[src/rtl/efa_pkg.sv]
`timescale 1ns / 1ps
package efa_pkg;
  typedef enum logic [1:0] {
    OP_CLEAR = 2'd0,
    OP_ACCUM = 2'd1,
    OP_READ  = 2'd2,
    OP_NONE  = 2'd3
  } op_t;

  localparam logic [2:0] MODE_POL   = 3'd0;
  localparam logic [2:0] MODE_CNT16 = 3'd1;
  localparam logic [2:0] MODE_CNT8  = 3'd2;
  localparam logic [2:0] MODE_TSURF = 3'd3;
  localparam logic [2:0] MODE_BILIN = 3'd4;

  localparam logic [1:0] REG_MODE   = 2'd0;
  localparam logic [1:0] REG_WIDTH  = 2'd1;
  localparam logic [1:0] REG_HEIGHT = 2'd2;
  localparam logic [1:0] REG_TOFF   = 2'd3;

  typedef struct packed {
    logic       load;
    logic       rd;
    logic       wr;
    logic       clr_wr;
    logic       clr_inc;
    logic [1:0] nb;
    logic       out_stb;
  } efa_cmd_t;

  typedef struct packed {
    logic clr_done;
    logic nb_ok;
  } efa_sts_t;
endpackage

[src/rtl/efa_ctrl.sv]
`timescale 1ns / 1ps
module efa_ctrl import efa_pkg::*; (
  input  logic       clk,
  input  logic       rst_n,
  input  logic       start,
  input  logic [1:0] op,
  input  logic       in_view,
  input  logic [2:0] mode,
  input  efa_sts_t   sts,
  output efa_cmd_t   cmd,
  output logic       busy,
  output logic       out_valid
);
  typedef enum logic [2:0] {S_IDLE, S_CLEAR, S_RD, S_WR, S_RDOUT, S_OUT} state_t;
  state_t     state_r;
  logic [1:0] nb_r;
  logic       oval_r;
  op_t        opc;

  assign opc = op_t'(op);
  assign busy = state_r != S_IDLE;
  assign out_valid = oval_r;

  always_comb begin
    cmd = '0;
    cmd.nb = nb_r;
    cmd.load = state_r == S_IDLE && start;
    case (state_r)
      S_CLEAR: begin cmd.clr_wr = 1'b1; cmd.clr_inc = 1'b1; end
      S_RD:    cmd.rd = sts.nb_ok;
      S_RDOUT: cmd.rd = 1'b1;
      S_WR:    cmd.wr = sts.nb_ok;
      S_OUT:   cmd.out_stb = 1'b1;
      default: ;
    endcase
  end

  always_ff @(posedge clk) begin
    if (!rst_n) begin
      state_r <= S_CLEAR;
      nb_r <= 2'd0;
      oval_r <= 1'b0;
    end else begin
      oval_r <= state_r == S_OUT;
      case (state_r)
        S_IDLE: if (start) begin
          nb_r <= 2'd0;
          case (opc)
            OP_CLEAR: state_r <= S_CLEAR;
            OP_ACCUM: state_r <= (in_view && mode <= MODE_BILIN) ? S_RD : S_IDLE;
            OP_READ:  state_r <= S_RDOUT;
            default:  state_r <= S_IDLE;
          endcase
        end
        S_CLEAR: if (sts.clr_done) state_r <= S_IDLE;
        S_RD: state_r <= (nb_r == 2'd0 && !sts.nb_ok) ? S_IDLE : S_WR;
        S_WR: begin
          if (mode == MODE_BILIN && nb_r != 2'd3) begin
            nb_r <= nb_r + 2'd1;
            state_r <= S_RD;
          end else state_r <= S_IDLE;
        end
        S_RDOUT: state_r <= S_OUT;
        S_OUT: state_r <= S_IDLE;
        default: state_r <= S_IDLE;
      endcase
    end
  end

`ifndef ASSERT_OFF
  a_out_one: assert property (@(posedge clk) disable iff (!rst_n)
    oval_r |=> !oval_r) else $error("strobe longer than one cycle");
  a_out_from_read: assert property (@(posedge clk) disable iff (!rst_n)
    state_r == S_OUT |-> $past(state_r) == S_RDOUT) else $error("bad read path");
  a_wr_after_rd: assert property (@(posedge clk) disable iff (!rst_n)
    state_r == S_WR |-> $past(state_r) == S_RD) else $error("write without read");
`endif
endmodule
[config.mk]
export PLATFORM = sky130hd
export DESIGN_NAME = efa_ctrl
export DESIGN_NICKNAME = d
export VERILOG_FILES = /design/src/rtl/efa_pkg.sv /design/src/rtl/efa_ctrl.sv
export SDC_FILE = /design/constraint.sdc
export NUM_CORES = 1
export LEC_CHECK = 0
export BUFFER_PORTS_ARGS = -buffer_cell sky130_fd_sc_hd__buf_4
export CAP_MARGIN = 20
export CORE_AREA = 2 2 39 41
export CTS_CLUSTER_SIZE = 10
export DETAILED_ROUTE_END_ITERATION = 8
export DIE_AREA = 0 0 41 43
export GPL_TIMING_DRIVEN = 0
export PLACE_DENSITY = 0.62
export SYNTH_ARGS = -nofsm -noshare
export SYNTH_HDL_FRONTEND = slang
export SYNTH_SLANG_ARGS = --single-unit
[constraint.sdc]
create_clock -name clk -period 2 [get_ports clk]
set_input_delay 0.2 -clock clk [delete_from_list [all_inputs] [get_ports clk]]
set_output_delay 0.2 -clock clk [all_outputs]
set_load 0.01 [all_outputs]
==> metrics.md, run 1 <==
| Metric | Value |
|---|---|
| Worst hold start | rst_n |
| Grt total ovfl | 0 |
| Min Tclk post-route | 1.603 ns |
| Combinational share of power | 19.6% |
| DRT Pass-1 Iters | 1 |
| Die W | 41 um |
| Final setup margin | 0.3969 ns |
| Fmax | 623.8 MHz |
| Die Y | 43 um |
| Initial antenna violation count | 0 |
| Worst-Margin Slew | 0.3310 ns |
| CP peak stage delay | 0.60 ns |
| Total length of routed wires | 987 um |
| Worst r2r src | state_r[1] |
| IO Count | 21 |
| Post-Syn Instances | 49 |
| #FFs+latches synth | 6 |
| Core Region | 1384 um2 |
| Sw power | 0.07142 mW |
| Period utilisation layout | 80.16% |
| Sequential standard cell area | 120.1 um2 |
| CP endpoint kind | output port |
| Wire length per cell | 11.22 um |
| Clk Tree Root Cell | clkbuf_4 |
| Via Count | 441 |
| R2r setup slk | 0.46 ns |
| Crit path cell chain | or4b_1, inv_1, buf_4 |
| CTS resizes | 0 |
| Yosys cell types | 28 |
| Post-CTS Setup Repair Bufs | 0 |
| Initial Utilization | 29.66% |
| Reg power frac | 43.1% |
| Full die area | 1763 um2 |
| Clock slew seen by the registers of the worst setup and hold paths | 0.04 ns |
| Number of global-route vias before repair | 400 |
| P_int | 0.2226 mW |
| Port Buffer Count | 20 |
| Worst EP required | 1.80 ns |
| Max Clock Skew | 0.005745 ns |
| WL met3 | 49 um |
| Final Instance Area | 603.1 um2 |
| Post-route ant nets | 0 |
| Pwr Density | 487.6 nW/um2 |
| First-pass GRT wire length | 1545 um |
| Layout area overhead | 46.95% |
| Placement Rows | 14 |
| Crit start category | flip-flop |
| Clk buf depth | 2 |
| DP Worst Slack | 0.4677 ns |
| DRC errors left | 0 |
| GRT Overall Usage | 13.03% |
| WS Path Type | flip-flop to output port |
| Highest Signal Layer | met4 |
| Hold Crit Class | primary input to flip-flop |
| Clock network power share | 37.3% |
| Placed Instances | 85 |
| Status | finished, final reports clean |
| CP max FO | 8 |
| Hold Vio Cnt, Final | 0 |
| Synth Area per Inst | 8.375 um2 |
| Share of cells above drive strength 1 | 40.28% |
| Util after Layout | 43.58% |
| Htree depth | 1 |
| Crit-path slowest cell | or4b_1 |
| WP data arrival | 1.40 ns |
| DR iter-0 viols | 0 |
| Setup TNS | 0 ns |
| Sequential share of the synthesized area | 29.27% |
| Slew headroom | 77.89% |
| Static Leak | 0.2747 nW |
| GPL Wtd Cong | 0.7298 |
| Peak VDD IR | 138.2 uV |
| Synthesized cell area | 410.4 um2 |
| Antenna diodes | 0 |
| Pins Over Slew Limit | 0 |
| DP Wirelength | 782.3 um |
| Post-Layout Cell Count | 88 |
| Final Power | 0.2940 mW |
| Synth Net Count | 62 |
| Met1 wire length | 479 um |
| CTS tree | yes |
| Layout fillers | 161 |
| Clock sink total | 6 |
| Fin nets | 87 |
| Largest net degree at the start of global routing | 11 |
| RSZ-0062 raised after global routing | no |
| CTS Buf Count | 3 |
| Net Sw Frac | 24.29% |
| Ys Warns | 0 |
| Worst skew pair latency | 0.24 ns |
| Setup-failing EPs final | 0 |
| Met2 WL | 443 um |
| Hold buffers post-CTS | 0 |
| Max Cap Violations | 0 |
| Via-per-instance ratio | 5.011 |
| Multi-input gate area | 256.5 um2 |
| Placed instance area | 580.6 um2 |
| WHS | 0.2138 ns |
| Critical path origin | state_r[0] |
state kept, by name (all words and copies together), names as in the netlist:
signal and cells:
nb_r 2, out_valid 1, state_r 3
synthesized netlist by cell type:
| library cell | n | area share, % |
|---|---|---|
| and2_1 | 1 | 1.5 |
| a311oi_2 | 1 | 3.7 |
| or2_4 | 1 | 2.1 |
| or3_1 | 1 | 1.5 |
| a31oi_1 | 1 | 1.5 |
| o31ai_2 | 1 | 3.0 |
| nand4b_1 | 1 | 2.1 |
| nor3b_1 | 2 | 3.7 |
| nand2b_1 | 2 | 3.0 |
| o21ai_0 | 2 | 2.4 |
| a32oi_1 | 1 | 2.1 |
| nand3b_1 | 1 | 1.8 |
| o2111ai_1 | 2 | 4.3 |
| nor2b_1 | 2 | 3.0 |
| buf_4 | 1 | 1.8 |
| or2_2 | 1 | 1.5 |
| inv_1 | 7 | 6.4 |
| or4b_4 | 1 | 3.4 |
| or4b_1 | 1 | 2.4 |
| o21ai_1 | 1 | 1.2 |
| ha_1 | 2 | 6.1 |
| nor2_1 | 2 | 1.8 |
| nand2_1 | 2 | 1.8 |
| nand3_1 | 1 | 1.2 |
| nor4_1 | 1 | 1.5 |
| a21oi_1 | 3 | 3.7 |
| o21bai_1 | 1 | 1.8 |
| dfxtp_1 | 6 | 29 |
layer usage:
metal,global-route usage [%],vias up
met5,0,-
met4,8.000,0
met3,3.141,2
met2,19.38,13
met1,15.97,198
li1,-,228
cell usage in the layout (no fill, tap or decap), drive strengths merged:
master | synthesis | layout
and2 | 1 | 1
o21bai | 1 | 1
ha | 2 | 2
nand3b | 1 | 1
inv | 7 | 7
dfxtp | 6 | 6
nand2b | 2 | 2
a31oi | 1 | 1
o31ai | 1 | 1
nor4 | 1 | 1
nor2b | 2 | 2
or3 | 1 | 1
nand2 | 2 | 2
a311oi | 1 | 1
o21ai | 3 | 3
a21oi | 3 | 3
nand4b | 1 | 1
clkbuf | 0 | 3
o2111ai | 2 | 2
nand3 | 1 | 1
nor3b | 2 | 2
a32oi | 1 | 1
or4b | 2 | 2
nor2 | 2 | 2
or2 | 2 | 2
buf | 1 | 21
area by class of cell:
cell class | instances | area share (%)
Sequential cell | 6 | 19.92
Timing Repair Buffer | 20 | 24.90
Clock buffer | 3 | 3.734
Inverter | 7 | 4.357
Multi-Input combinational cell | 35 | 42.53
Tap cell | 16 | 3.320
Buffer | 1 | 1.245
final timing paths:
| path | end | depth (start not counted) |
|---|---|---|
| setup / recovery | cmd[7] | 3 |
| hold / removal | out_valid | 2 |
| setup reg to reg | state_r[1] | 3 |
| hold reg to reg | nb_r[0] | 1 |
kinds of logic (layout without fill, tap and decap cells):
group	after synthesis	count (layout)	share of synthesized area [%]
compound gates	13	13	23.78
fa+ha+maj	2	2	6.097
buf+inv	8	31	8.234
simple gates	20	20	32.62
flops	6	6	29.27
power groups by stage:
stage | sequential, mW | combinational [mW] | clock, mW
after floorplan | 0.127 | 0.0265 | 0
after global placement | 0.129 | 0.0574 | 0
after detailed placement | 0.129 | 0.0581 | 0
after CTS | 0.127 | 0.0582 | 0.116
after global routing | 0.127 | 0.0631 | 0.123
final | 0.127 | 0.0577 | 0.110
critical path, delay by kind of cell, from the launching register on:
| kind | cells | cell delay (ns) |
|---|---|---|
| simple gates | 1 | 0.60 |
| buf+inv | 2 | 0.19 |
| flops | 1 | 0.38 |
Note: power is estimated with default switching activity, not from simulation.
==> inputs of run 2 (changes only) <==
==> constraint.sdc (replaced) <==
create_clock -name clk -period 1.55 [get_ports clk]
set_input_delay 0.155 -clock clk [delete_from_list [all_inputs] [get_ports clk]]
set_output_delay 0.155 -clock clk [all_outputs]
set_load 0.01 [all_outputs]
==> metrics.md, run 2 (synthesized netlist as in run 1, its figures left out) <==
| Metric | Value |
|---|---|
| Status | finished, final reports clean |
| Fin nets | 87 |
| GR met3 Demand/Resource | 3.141% |
| Multi-input gate area | 267.8 um2 |
| Setup-failing EPs final | 0 |
| DRT Pass-1 Iters | 3 |
| First-pass GRT wire length | 1545 um |
| CP peak stage delay | 0.56 ns |
| Clk Tree Root Cell | clkbuf_4 |
| IO Count | 21 |
| Most common cell after layout, fill and taps aside | buf_4 |
| Clk buf depth | 2 |
| CP endpoint kind | flip-flop |
| Crit-path slowest cell | or4b_4 |
| WP data arrival | 1.64 ns |
| Worst r2r src | state_r[2] |
| Clock sink total | 6 |
| Sequential standard cell area | 123.9 um2 |
| Crit path cell chain | or4b_4, or2_4, a311oi_2 |
| Hold Vio Cnt, Final | 0 |
| DRC errors left | 0 |
| CTS tree | yes |
| Via Count | 443 |
| Critical path origin | state_r[2] |
| Initial Utilization | 29.66% |
| Setup TNS | 0 ns |
| Die W | 41 um |
| RSZ-0062 raised after global routing | no |
| Min Tclk post-route | 1.484 ns |
| Pwr Density | 620.4 nW/um2 |
| GPL Wtd Cong | 0.7298 |
| Most frequent cells in the layout | buf_4, inv_1 |
| Max reg flops | 3 |
| Share of cells above drive strength 1 | 48.61% |
| Reg with most FFs | state_r |
| Fmax | 673.9 MHz |
| Clock slew seen by the registers of the worst setup and hold paths | 0.05 ns |
| Wire length per cell | 11.32 um |
| Worst-Margin Slew | 0.2868 ns |
| Placement Rows | 14 |
| Static Leak | 0.2801 nW |
| DP Wirelength | 782.3 um |
| GRT Overall Usage | 12.93% |
| Pins Over Slew Limit | 0 |
| Slew headroom | 80.84% |
| CTS Buf Count | 3 |
| CP max FO | 10 |
| Worst hold start | rst_n |
| Hold buffers post-CTS | 0 |
| Core Region | 1384 um2 |
| Post-route ant nets | 0 |
| Port Buffer Count | 20 |
| DR iter-0 viols | 3 |
| Hold Crit Class | primary input to flip-flop |
| Util after Layout | 44.67% |
| Peak VDD IR | 182.5 uV |
| WHS | 0.1664 ns |
| Number of global-route vias before repair | 397 |
| Final Power | 0.3834 mW |
| Layout fillers | 158 |
| Met1 Use GR | 15.97% |
| Worst skew pair latency | 0.24 ns |
| Layout area overhead | 50.61% |
| Period utilisation layout | 95.74% |
| Total length of routed wires | 996 um |
| Htree depth | 1 |
| Max Clock Skew | 0.005851 ns |
| Die Y | 43 um |
| GR peak layer | met2 |
| Full die area | 1763 um2 |
| Post-CTS Setup Repair Bufs | 0 |
| CTS resizes | 3 |
| Worst EP required | 1.70 ns |
| Antenna diodes | 0 |
| GRT met2 Usage | 19.06% |
| Max Cap Violations | 0 |
| Largest net degree at the start of global routing | 11 |
| Via-per-instance ratio | 5.034 |
| WS Path Type | flip-flop to flip-flop |
| Grt total ovfl | 0 |
| Crit start category | flip-flop |
| Initial antenna violation count | 0 |
-- run 2: cell types whose count changed in the layout (fill, tap and decap cells not counted) --
cell / delta
dfxtp_1: -3
or4b_4: +1
nor3b_2: +1
nor2b_1: -1
nor3b_1: -1
dfxtp_2: +3
nor2b_2: +1
or4b_1: -1
-- run 2: per-layer routing --
metal	up-vias	part of all wire [%]	wire length [um]
li1	227	-	-
met1	201	47	471
met2	13	46	460
met3	2	4.9	49
met4	0	1.4	14
met5	-	0	0
-- run 2: stage by stage --
step	setup slack, ns	instance area [um2]	cells
floorplan	0.1282	410.4	49
global placement	0.02425	580.6	85
detailed placement	0.01766	580.6	85
CTS	0.004208	610.6	88
global route	0.02355	618.1	88
finish	0.06599	618.1	88
-- run 2: worst max-delay path: cells and delay by family (launching register included) --
kind	cells	cell delay, ns
flip-flops	1	0.37
AND/OR/NAND/NOR	2	0.84
AO/OA/AOI/OAI	1	0.18
-- run 2: layout make-up --
type | count | share of cell area (%)
multi-input cells | 35 | 43.32
repair buffers | 20 | 24.29
flip-flops and latches | 6 | 20.04
inverters | 7 | 4.251
clock buffers | 3 | 3.644
well taps | 16 | 3.239
plain buffers | 1 | 1.215
-- run 2: final timing paths --
kind                end  slack, ns  cells after the start
max          state_r[1]       0.07                      3
min           out_valid       0.17                      2
max reg2reg  state_r[1]       0.07                      3
min reg2reg  state_r[2]       0.51                      1
-- run 2: power breakdown --
group	switching [mW]	internal [mW]	leakage [nW]	total [mW]
clock	0.0549	0.0875	0.0138	0.142
sequential	0.00624	0.158	0.0496	0.164
combinational	0.0324	0.0443	0.217	0.0766
